==> config.mk <==
export PLATFORM = sky130hd
export DESIGN_NAME = pid_speed_controller
export DESIGN_NICKNAME = d
export VERILOG_FILES = /design/src/rtl/pidsc_pkg.sv /design/src/rtl/pidsc_div.sv /design/src/rtl/pidsc_dp.sv /design/src/rtl/pidsc_ctrl.sv /design/src/rtl/pid_speed_controller.sv
export SDC_FILE = /design/constraint.sdc
export NUM_CORES = 2
export LEC_CHECK = 0
export BUFFER_PORTS_ARGS = -buffer_cell sky130_fd_sc_hd__buf_2
export CAP_MARGIN = 30
export CORE_ASPECT_RATIO = 1.25
export CORE_MARGIN = 1
export CORE_UTILIZATION = 59
export DETAILED_ROUTE_END_ITERATION = 8
export PLACE_DENSITY = 0.8
export SLEW_MARGIN = 20
export SYNTH_ARGS = -nofsm -noshare
export SYNTH_HDL_FRONTEND = slang
export SYNTH_SLANG_ARGS = --single-unit
==> constraint.sdc <==
create_clock -name clk_i -period 9.85 [get_ports clk_i]
set_input_delay 0.4925 -clock clk_i [delete_from_list [all_inputs] [get_ports clk_i]]
set_output_delay 0.4925 -clock clk_i [all_outputs]
set_load 0.02 [all_outputs]
==> src/rtl/pidsc_pkg.sv <==
package pidsc_pkg;

  // Field and datapath widths.
  localparam int unsigned GainW    = 16;
  localparam int unsigned SpeedW   = 16;
  localparam int unsigned DtW      = 21;
  localparam int unsigned DtUsedW  = 20;
  localparam int unsigned ErrW     = 17;
  localparam int unsigned DerrW    = 18;
  localparam int unsigned LimitW   = 39;
  localparam int unsigned IntegW   = 40;
  localparam int unsigned IncW     = 33;
  localparam int unsigned DerivW   = 38;
  localparam int unsigned MulW     = 22;
  localparam int unsigned ProdW    = 44;
  localparam int unsigned AccW     = 56;
  localparam int unsigned SplitW   = 20;
  localparam int unsigned Q16W     = 16;
  localparam int unsigned FracW    = 8;
  localparam int unsigned IncMagW  = 36;
  localparam int unsigned DerMagW  = 37;

  // Divider geometry: the quotient is produced two bits per cycle.
  localparam int unsigned NumW     = 52;
  localparam int unsigned QuotW    = 38;
  localparam int unsigned DivW     = 20;

  localparam logic [DtW-1:0] UsPerSec = 21'd1000000;

  localparam int unsigned CfgAddrW = 3;
  localparam int unsigned CfgDataW = 39;

  typedef enum logic [CfgAddrW-1:0] {
    CFG_KP      = 3'd0,
    CFG_KI      = 3'd1,
    CFG_KD      = 3'd2,
    CFG_OUT_MIN = 3'd3,
    CFG_OUT_MAX = 3'd4,
    CFG_AWU     = 3'd5
  } cfg_idx_e;

  typedef struct packed {
    logic signed [GainW-1:0]  kp;
    logic signed [GainW-1:0]  ki;
    logic signed [GainW-1:0]  kd;
    logic signed [SpeedW-1:0] out_min;
    logic signed [SpeedW-1:0] out_max;
    logic [LimitW-1:0]        awu_limit;
  } cfg_t;

  localparam cfg_t CfgReset = '{
    kp:        16'sd256,
    ki:        16'sd0,
    kd:        16'sd0,
    out_min:   -16'sd100,
    out_max:   16'sd100,
    awu_limit: 39'd6553600
  };

  typedef enum logic [3:0] {
    ST_IDLE,
    ST_MUL_EDT,
    ST_DIV1_GO,
    ST_DIV1_WAIT,
    ST_INTEG,
    ST_MI_LO,
    ST_MI_HI,
    ST_MI_SH,
    ST_MP,
    ST_DIV2_WAIT,
    ST_DERIV,
    ST_MD_LO,
    ST_MD_HI,
    ST_MD_ADD,
    ST_OUT
  } state_e;

  typedef enum logic [2:0] {
    MUL_ERR_DT  = 3'd0,
    MUL_DERR_US = 3'd1,
    MUL_KI_LO   = 3'd2,
    MUL_KI_HI   = 3'd3,
    MUL_KP_ERR  = 3'd4,
    MUL_KD_LO   = 3'd5,
    MUL_KD_HI   = 3'd6
  } mul_sel_e;

  typedef enum logic {
    DIV_INC   = 1'b0,
    DIV_DERIV = 1'b1
  } div_sel_e;

  typedef enum logic [2:0] {
    ACC_HOLD        = 3'd0,
    ACC_LOAD        = 3'd1,
    ACC_ADD         = 3'd2,
    ACC_ADD_HI      = 3'd3,
    ACC_ADD_HI_SH16 = 3'd4
  } acc_op_e;

  typedef struct packed {
    logic     load_in;
    logic     mul_en;
    mul_sel_e mul_sel;
    logic     div_start;
    div_sel_e div_sel;
    logic     integ_upd;
    logic     deriv_upd;
    acc_op_e  acc_op;
    logic     out_load;
  } cmd_t;

  typedef struct packed {
    logic div_busy;
  } sts_t;

endpackage

==> src/rtl/pidsc_div.sv <==
module pidsc_div (
  input  logic                        clk_i,
  input  logic                        rst_ni,
  input  logic                        start_i,
  input  logic [pidsc_pkg::NumW-1:0]  num_i,
  input  logic [pidsc_pkg::DivW-1:0]  den_i,
  output logic                        busy_o,
  output logic [pidsc_pkg::QuotW-1:0] quot_o
);
  import pidsc_pkg::*;

  localparam int unsigned Iters = QuotW / 2;
  localparam int unsigned CntW  = $clog2(Iters);

  logic              busy_q, busy_d;
  logic [CntW-1:0]   cnt_q, cnt_d;
  logic [DivW-1:0]   rem_q, rem_d;
  logic [DivW-1:0]   den_q;
  logic [QuotW-1:0]  work_q, work_d;

  logic [DivW:0]     t1, t2;
  logic [DivW:0]     r1, r2;
  logic              ge1, ge2;
  logic [QuotW-1:0]  w1;

  // Two restoring steps per cycle. The partial remainder always stays
  // below the divisor, so it fits the divisor's width.
  always_comb begin
    t1  = {rem_q, work_q[QuotW-1]};
    ge1 = (t1 >= {1'b0, den_q});
    r1  = ge1 ? (t1 - {1'b0, den_q}) : t1;
    w1  = {work_q[QuotW-2:0], ge1};
    t2  = {r1[DivW-1:0], w1[QuotW-1]};
    ge2 = (t2 >= {1'b0, den_q});
    r2  = ge2 ? (t2 - {1'b0, den_q}) : t2;
  end

  always_comb begin
    busy_d = busy_q;
    cnt_d  = cnt_q;
    rem_d  = rem_q;
    work_d = work_q;
    if (start_i) begin
      busy_d = 1'b1;
      cnt_d  = '0;
      rem_d  = DivW'(num_i[NumW-1:QuotW]);
      work_d = num_i[QuotW-1:0];
    end else if (busy_q) begin
      rem_d  = r2[DivW-1:0];
      work_d = {w1[QuotW-2:0], ge2};
      cnt_d  = cnt_q + 1'b1;
      if (cnt_q == CntW'(Iters - 1)) begin
        busy_d = 1'b0;
      end
    end
  end

  always_ff @(posedge clk_i or negedge rst_ni) begin
    if (!rst_ni) begin
      busy_q <= 1'b0;
      cnt_q  <= '0;
    end else begin
      busy_q <= busy_d;
      cnt_q  <= cnt_d;
    end
  end

  always_ff @(posedge clk_i) begin
    rem_q  <= rem_d;
    work_q <= work_d;
    if (start_i) begin
      den_q <= den_i;
    end
  end

  assign busy_o = busy_q;
  assign quot_o = work_q;

endmodule

==> src/rtl/pidsc_dp.sv <==
module pidsc_dp (
  input  logic                                clk_i,
  input  logic                                rst_ni,
  input  pidsc_pkg::cmd_t                     cmd_i,
  input  pidsc_pkg::cfg_t                     cfg_i,
  input  logic signed [pidsc_pkg::SpeedW-1:0] target_speed_i,
  input  logic signed [pidsc_pkg::SpeedW-1:0] measured_speed_i,
  input  logic [pidsc_pkg::DtW-1:0]           dt_us_i,
  output pidsc_pkg::sts_t                     sts_o,
  output logic signed [pidsc_pkg::SpeedW-1:0] drive_value_o
);
  import pidsc_pkg::*;

  localparam int unsigned ValW = AccW - FracW;

  logic signed [ErrW-1:0]    err_q, err_d;
  logic [DtUsedW-1:0]        dt_q, dt_d;
  logic signed [ErrW-1:0]    prev_q;
  logic signed [IntegW-1:0]  integ_q, integ_d;
  logic signed [DerivW-1:0]  deriv_q, deriv_d;
  logic signed [MulW-1:0]    mul_a, mul_b;
  logic signed [ProdW-1:0]   mul_p, prod_q;
  logic [ProdW-1:0]          prod_mag;
  logic                      neg_q;
  logic signed [AccW-1:0]    acc_q, acc_d, prod_ext, prod_hi, acc_sum;
  logic signed [SpeedW-1:0]  drive_q, drive_d;
  logic signed [DerrW-1:0]   derr;
  logic [NumW-1:0]           div_num;
  logic [DivW-1:0]           div_den;
  logic                      div_busy;
  logic [QuotW-1:0]          quot;
  logic signed [IncW-1:0]    inc_pos, inc;
  logic signed [IntegW:0]    sum, lim, nlim;
  logic signed [DerivW-1:0]  der_pos;
  logic signed [ValW-1:0]    val, omax, omin;

  // Input capture: elapsed times over one second count as zero.
  always_comb begin
    err_d = {target_speed_i[SpeedW-1], target_speed_i}
          - {measured_speed_i[SpeedW-1], measured_speed_i};
    dt_d  = (dt_us_i > UsPerSec) ? '0 : dt_us_i[DtUsedW-1:0];
  end

  assign derr = {err_q[ErrW-1], err_q} - {prev_q[ErrW-1], prev_q};

  // Shared multiplier. Wide operands are split into a signed upper part
  // and an unsigned lower part of SplitW bits.
  always_comb begin
    mul_a = '0;
    mul_b = '0;
    case (cmd_i.mul_sel)
      MUL_ERR_DT: begin
        mul_a = {{(MulW-ErrW){err_q[ErrW-1]}}, err_q};
        mul_b = {{(MulW-DtUsedW){1'b0}}, dt_q};
      end
      MUL_DERR_US: begin
        mul_a = {{(MulW-DerrW){derr[DerrW-1]}}, derr};
        mul_b = {{(MulW-DtW){1'b0}}, UsPerSec};
      end
      MUL_KI_LO: begin
        mul_a = {{(MulW-GainW){cfg_i.ki[GainW-1]}}, cfg_i.ki};
        mul_b = {{(MulW-SplitW){1'b0}}, integ_q[SplitW-1:0]};
      end
      MUL_KI_HI: begin
        mul_a = {{(MulW-GainW){cfg_i.ki[GainW-1]}}, cfg_i.ki};
        mul_b = {{(MulW-IntegW+SplitW){integ_q[IntegW-1]}}, integ_q[IntegW-1:SplitW]};
      end
      MUL_KP_ERR: begin
        mul_a = {{(MulW-GainW){cfg_i.kp[GainW-1]}}, cfg_i.kp};
        mul_b = {{(MulW-ErrW){err_q[ErrW-1]}}, err_q};
      end
      MUL_KD_LO: begin
        mul_a = {{(MulW-GainW){cfg_i.kd[GainW-1]}}, cfg_i.kd};
        mul_b = {{(MulW-SplitW){1'b0}}, deriv_q[SplitW-1:0]};
      end
      MUL_KD_HI: begin
        mul_a = {{(MulW-GainW){cfg_i.kd[GainW-1]}}, cfg_i.kd};
        mul_b = {{(MulW-DerivW+SplitW){deriv_q[DerivW-1]}}, deriv_q[DerivW-1:SplitW]};
      end
      default: begin
        mul_a = '0;
        mul_b = '0;
      end
    endcase
  end

  assign mul_p = mul_a * mul_b;

  // Both divisions work on magnitudes and the sign is put back afterwards,
  // which gives truncation toward zero.
  assign prod_mag = prod_q[ProdW-1] ? -prod_q : prod_q;

  always_comb begin
    if (cmd_i.div_sel == DIV_INC) begin
      div_num = {prod_mag[IncMagW-1:0], {Q16W{1'b0}}};
      div_den = UsPerSec[DivW-1:0];
    end else begin
      div_num = {{(NumW-DerMagW){1'b0}}, prod_mag[DerMagW-1:0]};
      div_den = dt_q;
    end
  end

  pidsc_div u_div (
    .clk_i   (clk_i),
    .rst_ni  (rst_ni),
    .start_i (cmd_i.div_start),
    .num_i   (div_num),
    .den_i   (div_den),
    .busy_o  (div_busy),
    .quot_o  (quot)
  );

  assign sts_o.div_busy = div_busy;

  // Integral update with clamping to the anti-windup bound.
  always_comb begin
    inc_pos = {1'b0, quot[IncW-2:0]};
    inc     = neg_q ? -inc_pos : inc_pos;
    sum     = {integ_q[IntegW-1], integ_q} + {{(IntegW+1-IncW){inc[IncW-1]}}, inc};
    lim     = {2'b00, cfg_i.awu_limit};
    nlim    = -lim;
    if (sum > lim) begin
      integ_d = lim[IntegW-1:0];
    end else if (sum < nlim) begin
      integ_d = nlim[IntegW-1:0];
    end else begin
      integ_d = sum[IntegW-1:0];
    end
  end

  // The derivative is zero when no time has passed.
  always_comb begin
    der_pos = {1'b0, quot[DerMagW-1:0]};
    if (dt_q == '0) begin
      deriv_d = '0;
    end else begin
      deriv_d = neg_q ? -der_pos : der_pos;
    end
  end

  // Accumulator for the three weighted terms.
  always_comb begin
    prod_ext = {{(AccW-ProdW){prod_q[ProdW-1]}}, prod_q};
    prod_hi  = {prod_ext[AccW-1-SplitW:0], {SplitW{1'b0}}};
    acc_sum  = acc_q + ((cmd_i.acc_op == ACC_ADD) ? prod_ext : prod_hi);
    case (cmd_i.acc_op)
      ACC_HOLD:        acc_d = acc_q;
      ACC_LOAD:        acc_d = prod_ext;
      ACC_ADD:         acc_d = acc_sum;
      ACC_ADD_HI:      acc_d = acc_sum;
      ACC_ADD_HI_SH16: acc_d = {{Q16W{acc_sum[AccW-1]}}, acc_sum[AccW-1:Q16W]};
      default:         acc_d = acc_q;
    endcase
  end

  // Output scaling and saturation; the upper limit is tested first.
  always_comb begin
    val  = acc_q[AccW-1:FracW];
    omax = {{(ValW-SpeedW){cfg_i.out_max[SpeedW-1]}}, cfg_i.out_max};
    omin = {{(ValW-SpeedW){cfg_i.out_min[SpeedW-1]}}, cfg_i.out_min};
    if (val > omax) begin
      drive_d = cfg_i.out_max;
    end else if (val < omin) begin
      drive_d = cfg_i.out_min;
    end else begin
      drive_d = val[SpeedW-1:0];
    end
  end

  always_ff @(posedge clk_i or negedge rst_ni) begin
    if (!rst_ni) begin
      integ_q <= '0;
      prev_q  <= '0;
    end else begin
      if (cmd_i.integ_upd) begin
        integ_q <= integ_d;
      end
      if (cmd_i.out_load) begin
        prev_q <= err_q;
      end
    end
  end

  always_ff @(posedge clk_i) begin
    if (cmd_i.load_in) begin
      err_q <= err_d;
      dt_q  <= dt_d;
    end
    if (cmd_i.mul_en) begin
      prod_q <= mul_p;
    end
    if (cmd_i.div_start) begin
      neg_q <= prod_q[ProdW-1];
    end
    if (cmd_i.deriv_upd) begin
      deriv_q <= deriv_d;
    end
    acc_q <= acc_d;
    if (cmd_i.out_load) begin
      drive_q <= drive_d;
    end
  end

  assign drive_value_o = drive_q;

endmodule

==> src/rtl/pidsc_ctrl.sv <==
module pidsc_ctrl (
  input  logic            clk_i,
  input  logic            rst_ni,
  input  logic            in_valid_i,
  input  logic            out_stall_i,
  input  pidsc_pkg::sts_t sts_i,
  output logic            in_stall_o,
  output logic            out_valid_o,
  output pidsc_pkg::cmd_t cmd_o
);
  import pidsc_pkg::*;

  state_e state_q, state_d;
  logic   out_valid_q, out_valid_d;
  logic   out_free;

  assign out_free = !out_valid_q || !out_stall_i;

  always_ff @(posedge clk_i or negedge rst_ni) begin
    if (!rst_ni) begin
      state_q     <= ST_IDLE;
      out_valid_q <= 1'b0;
    end else begin
      state_q     <= state_d;
      out_valid_q <= out_valid_d;
    end
  end

  always_comb begin
    state_d     = state_q;
    cmd_o       = '0;
    out_valid_d = out_valid_q && out_stall_i;
    case (state_q)
      ST_IDLE: begin
        if (in_valid_i) begin
          cmd_o.load_in = 1'b1;
          state_d       = ST_MUL_EDT;
        end
      end
      ST_MUL_EDT: begin
        cmd_o.mul_en  = 1'b1;
        cmd_o.mul_sel = MUL_ERR_DT;
        state_d       = ST_DIV1_GO;
      end
      ST_DIV1_GO: begin
        cmd_o.div_start = 1'b1;
        cmd_o.div_sel   = DIV_INC;
        cmd_o.mul_en    = 1'b1;
        cmd_o.mul_sel   = MUL_DERR_US;
        state_d         = ST_DIV1_WAIT;
      end
      ST_DIV1_WAIT: begin
        if (!sts_i.div_busy) begin
          state_d = ST_INTEG;
        end
      end
      ST_INTEG: begin
        cmd_o.integ_upd = 1'b1;
        cmd_o.div_start = 1'b1;
        cmd_o.div_sel   = DIV_DERIV;
        state_d         = ST_MI_LO;
      end
      ST_MI_LO: begin
        cmd_o.mul_en  = 1'b1;
        cmd_o.mul_sel = MUL_KI_LO;
        state_d       = ST_MI_HI;
      end
      ST_MI_HI: begin
        cmd_o.acc_op  = ACC_LOAD;
        cmd_o.mul_en  = 1'b1;
        cmd_o.mul_sel = MUL_KI_HI;
        state_d       = ST_MI_SH;
      end
      ST_MI_SH: begin
        cmd_o.acc_op  = ACC_ADD_HI_SH16;
        cmd_o.mul_en  = 1'b1;
        cmd_o.mul_sel = MUL_KP_ERR;
        state_d       = ST_MP;
      end
      ST_MP: begin
        cmd_o.acc_op = ACC_ADD;
        state_d      = ST_DIV2_WAIT;
      end
      ST_DIV2_WAIT: begin
        if (!sts_i.div_busy) begin
          state_d = ST_DERIV;
        end
      end
      ST_DERIV: begin
        cmd_o.deriv_upd = 1'b1;
        state_d         = ST_MD_LO;
      end
      ST_MD_LO: begin
        cmd_o.mul_en  = 1'b1;
        cmd_o.mul_sel = MUL_KD_LO;
        state_d       = ST_MD_HI;
      end
      ST_MD_HI: begin
        cmd_o.acc_op  = ACC_ADD;
        cmd_o.mul_en  = 1'b1;
        cmd_o.mul_sel = MUL_KD_HI;
        state_d       = ST_MD_ADD;
      end
      ST_MD_ADD: begin
        cmd_o.acc_op = ACC_ADD_HI;
        state_d      = ST_OUT;
      end
      ST_OUT: begin
        if (out_free) begin
          cmd_o.out_load = 1'b1;
          out_valid_d    = 1'b1;
          state_d        = ST_IDLE;
        end
      end
      default: begin
        state_d = ST_IDLE;
      end
    endcase
  end

  assign in_stall_o  = (state_q != ST_IDLE);
  assign out_valid_o = out_valid_q;

endmodule

==> src/rtl/pid_speed_controller.sv <==
// PID speed controller with anti-windup, one sample word at a time.
// A new input word is accepted only after the previous word's result has
// been loaded into the output register, which waits while the output side
// stalls; the shared divider (two quotient bits a cycle) runs twice per word.
// Reset: gains and limits return to their defaults, the integral and the
// previous error clear, and both channels come up empty.
module pid_speed_controller (
  input  logic                                  clk_i,
  input  logic                                  rst_ni,
  input  logic                                  cfg_we_i,
  input  logic [pidsc_pkg::CfgAddrW-1:0]        cfg_addr_i,
  input  logic [pidsc_pkg::CfgDataW-1:0]        cfg_wdata_i,
  input  logic                                  in_valid_i,
  output logic                                  in_stall_o,
  input  logic signed [pidsc_pkg::SpeedW-1:0]   target_speed_i,
  input  logic signed [pidsc_pkg::SpeedW-1:0]   measured_speed_i,
  input  logic [pidsc_pkg::DtW-1:0]             dt_us_i,
  output logic                                  out_valid_o,
  input  logic                                  out_stall_i,
  output logic signed [pidsc_pkg::SpeedW-1:0]   drive_value_o
);
  import pidsc_pkg::*;

  // Configuration registers. Writes are only expected while the block is
  // idle, so the datapath reads them directly without a shadow copy. An
  // index beyond the last register is simply ignored.
  cfg_t cfg_q;

  // Command and status between the sequencer and the datapath.
  cmd_t cmd;
  sts_t sts;

  always_ff @(posedge clk_i or negedge rst_ni) begin
    if (!rst_ni) begin
      cfg_q <= CfgReset;
    end else if (cfg_we_i) begin
      case (cfg_addr_i)
        CFG_KP:      cfg_q.kp        <= cfg_wdata_i[GainW-1:0];
        CFG_KI:      cfg_q.ki        <= cfg_wdata_i[GainW-1:0];
        CFG_KD:      cfg_q.kd        <= cfg_wdata_i[GainW-1:0];
        CFG_OUT_MIN: cfg_q.out_min   <= cfg_wdata_i[SpeedW-1:0];
        CFG_OUT_MAX: cfg_q.out_max   <= cfg_wdata_i[SpeedW-1:0];
        CFG_AWU:     cfg_q.awu_limit <= cfg_wdata_i[LimitW-1:0];
        default: begin
          cfg_q <= cfg_q;
        end
      endcase
    end
  end

  // The sequencer walks one word through these steps:
  //   capture error and elapsed time, form error*dt, divide it by one
  //   million (scaled to Q16) to get the integral increment, update and
  //   clamp the integral, then divide (error change)*1e6 by dt for the
  //   derivative. While the second division runs, the integral and
  //   proportional terms are accumulated. The derivative term follows,
  //   and the sum is scaled down by 8 bits and saturated into the output
  //   register, which holds the word until the consumer takes it.
  pidsc_ctrl u_ctrl (
    .clk_i       (clk_i),
    .rst_ni      (rst_ni),
    .in_valid_i  (in_valid_i),
    .out_stall_i (out_stall_i),
    .sts_i       (sts),
    .in_stall_o  (in_stall_o),
    .out_valid_o (out_valid_o),
    .cmd_o       (cmd)
  );

  // The datapath holds one multiplier, the shared divider, the
  // accumulator and the controller state (integral and previous error).
  pidsc_dp u_dp (
    .clk_i            (clk_i),
    .rst_ni           (rst_ni),
    .cmd_i            (cmd),
    .cfg_i            (cfg_q),
    .target_speed_i   (target_speed_i),
    .measured_speed_i (measured_speed_i),
    .dt_us_i          (dt_us_i),
    .sts_o            (sts),
    .drive_value_o    (drive_value_o)
  );

endmodule

==> run_results.csv <==
group,metric,value,unit
yosys,yosysWarnings,0,
floorplan,initial_core_util,59.5,%
yosys,ys_ff_latch,457,
timing,max_slew_margin,23.9,%
worst_setup_path,critPathRequiredTime,10240,ps
worst_setup_path,worst_path_max_delay_cell,"nor2_4",
timing,hold_ws,88.8,ps
detailed_routing,drtIter0Drc,4666,
clocking,numClockSinks,457,
worst_setup_path,cp_slowest_stage_delay,680,ps
floorplan,pin_count,118,
yosys,synth_top_flop_cell,"edfxtp_1",
detailed_routing,wirelength,160000,um
yosys,syn_area,0.0510,sq mm
worst_setup_path,worstPathArrival,9850,ps
global_route,grt_pass1_vias,43000,
placed_design,routabilityCongestion,1.01,
worst_setup_path,worst_r2r_endpoint,"u_dp.prod_q[38]$_DFFE_PN_",
cells_and_area,final_nets,6713,
detailed_routing,vias,43177,
timing,slew_violations,0,
cells_and_area,fin_cells,6831,
yosys,synth_cell_type_count,79,
cells_and_area,areaGrowthSynthToFinish,8.61,%
cells_and_area,final_cell_mix,"675 x nand2_1, 675 x inv_1, 478 x ha_1",
placed_design,placed_cells,6726,
worst_setup_path,crit_fanout,21,
timing,fmax,106,MHz
yosys,seq_area_frac_synth,25.0,%
worst_setup_path,end_kind,"register",
placed_design,dp_slack,-57.0,ps
floorplan,die_h,331,um
placed_design,dpl.hpwl,128000,um
worst_setup_path,crit_top_cell,"inv_1",
worst_setup_path,r2r_slack,390,ps
floorplan,core-area,0.0856,sq mm
yosys,synthCells,5597,
timing,min_period,9460,ps
global_route,grt_max_degree,74,
yosys,synth_edf_count,264,
timing,hold_violations,0,
detailed_routing,via_per_inst,6.32,
floorplan,die_area,0.0876,sq mm
clocking,clock_latency,630,ps
placed_design,io_buffers,117,
yosys,syn_nets,6621,
worst_setup_path,startpoint_type,"register",
global_route,grt_pass1_wl,246000,um
detailed_routing,ant_nets,0,
cells_and_area,final_area,0.0554,sq mm
timing,setup_viol,0,
floorplan,fp-row-count,120,
worst_setup_path,r2r-start,"u_ctrl.state_q[3]$_DFFE_PN0P_",
clocking,path_clk_slew,80,ps
clocking,tritoncts,"built",
clocking,cts-root-buf,"clkbuf_16",
run_status,status,"finished clean",
worst_setup_path,critPathCapture,"u_dp.prod_q[38]$_DFFE_PN_",
clocking,h-tree-depth,2,
detailed_routing,drt_first_pass_iters,6,
worst_setup_path,worst-r2r-cell-count,30,
run,cap_violations,0,
global_route,grt_overflow,0,
timing,setup_ws,387,ps
detailed_routing,avgRoutedWirePerCell,23.5,um
global_route,grt_use_total,36.9,%
timing,fin_crit_sh,96.1,%
yosys,ys_async_sr_fraction,40.9,%
placed_design,post_dp_cell_area,0.0533,sq mm
cells_and_area,drive_gt1_share,9.93,%
yosys,syn_area_per_cell,9.11,sq um
detailed_routing,drc,0,
timing,skew,26.0,ps
cells_and_area,fillers,7036,
global_route,antenna_found_initial,9,
worst_setup_path,startpoint,"u_ctrl.state_q[3]$_DFFE_PN0P_",
timing,worst_pin_slew,1130,ps
worst_hold_path,hp-class,"in2reg",
worst_setup_path,worstSetupPathType,"reg2reg",
clocking,cts_buffers,51,
floorplan,die_w,265,um
clocking,clockBufferDepth,3,
==> worst min-delay path by stage <==
stage / start / slack, ps / depth (start not counted) / end
after floorplan: rst_ni / 200 / 0 / cfg_q[0]$_DFFE_PN0P_
after detailed placement: cfg_q[80]$_DFFE_PN0P_ / 500 / 1 / cfg_q[80]$_DFFE_PN0P_
final: cfg_wdata_i[19] / 90 / 2 / cfg_q[19]$_DFFE_PN0P_
after CTS: cfg_wdata_i[19] / 70 / 2 / cfg_q[19]$_DFFE_PN0P_
after global placement: cfg_q[79]$_DFFE_PN0P_ / 490 / 1 / cfg_q[79]$_DFFE_PN0P_
after global routing: cfg_wdata_i[19] / 90 / 2 / cfg_q[19]$_DFFE_PN0P_
==> critical path: cells and delay by family, from the launching register on <==
kind            cells  cell delay (ps)
buf+inv             7             1030
xor+xnor            1               80
fa+ha+maj           8             4190
compound gates      8             2040
flops               1              440
simple gates        6             1420
==> logic make-up (layout without fill, tap and decap cells) <==
group           Yosys count  count (layout)  share of synthesized area [%]
fa+ha+maj               924             924                           29.3
simple gates           1603            1603                           14.4
other cells               0               1                              0
compound gates         1254            1254                           16.1
mux                     178             178                           3.77
buf+inv                 902            1037                           6.68
flops                   457             457                           25.0
xor+xnor                279             279                           4.79
==> what timing repair did <==
item	in CTS	in global routing
setup endpoints to repair	3	16
hold buffers	1	0
pin swaps	1	9
setup buffers	0	6
gates resized for setup	3	24
endpoints found under the hold margin	69	0
==> state kept, by name (all words and copies together) (netlist names) <==
signal,flops
u_dp.u_div.quot_o,38
u_dp.err_q,17
u_dp.deriv_q,38
u_dp.u_div.rem_q,20
u_dp.u_div.cnt_q,5
u_dp.prev_q,17
u_dp.u_div.den_q,20
u_dp.neg_q,1
u_dp.drive_value_o,16
cfg_q,119
u_ctrl.out_valid_o,1
u_dp.dt_q,20
u_dp.acc_q,56
u_dp.integ_q,40
u_dp.u_div.busy_o,1
u_dp.prod_q,44
u_ctrl.state_q,4
==> metrics by stage <==
step | TNS [ps] | util, %
floorplan | 0 | -
global placement | 0 | 62.3
detailed placement | -130 | 62.3
CTS | 0 | 64.5
global route | -193 | 64.7
finish | 0 | 64.7
==> per-layer routing <==
layer | part of all wire [%] | track usage [%] | wire (um) | vias to the layer above
met4 | 6.3 | 20.1 | 10100 | 4
met5 | 0.022 | 0.486 | 36 | -
met2 | 45 | 59.3 | 72800 | 2155
li1 | - | - | - | 19515
met1 | 38 | 45.8 | 60600 | 20954
met3 | 11 | 9.08 | 16900 | 549
==> area by class of cell <==
class | instances | area (sq um) | share of cell area, %
diodes | 1 | 2.50 | 0.00452
flip-flops and latches | 457 | 12800 | 23.0
repair buffers | 265 | 1800 | 3.26
inverters | 676 | 2540 | 4.59
clock buffers | 63 | 1450 | 2.61
multi-input cells | 4238 | 35000 | 63.3
well taps | 1098 | 1370 | 2.48
clock inverters | 33 | 399 | 0.721
==> synthesized netlist by cell type, drive strengths merged, types with 69 or more instances <==
cell type / count / area [sq um]
nor2b: 69 / 432
mux2: 112 / 1260
fa: 446 / 8930
ha: 478 / 5980
xnor2: 186 / 1630
nor2: 387 / 1450
a21oi: 265 / 1330
dfrtp: 168 / 4200
clkbuf: 204 / 768
xor2: 93 / 815
o21ai: 344 / 1720
edfxtp: 264 / 7930
inv: 676 / 2540
a21o: 127 / 953
nand2: 677 / 2540
Power is left out: the tool's default activity adds up to more than one toggle a clock period on the data nets, which glitch-free logic cannot reach.
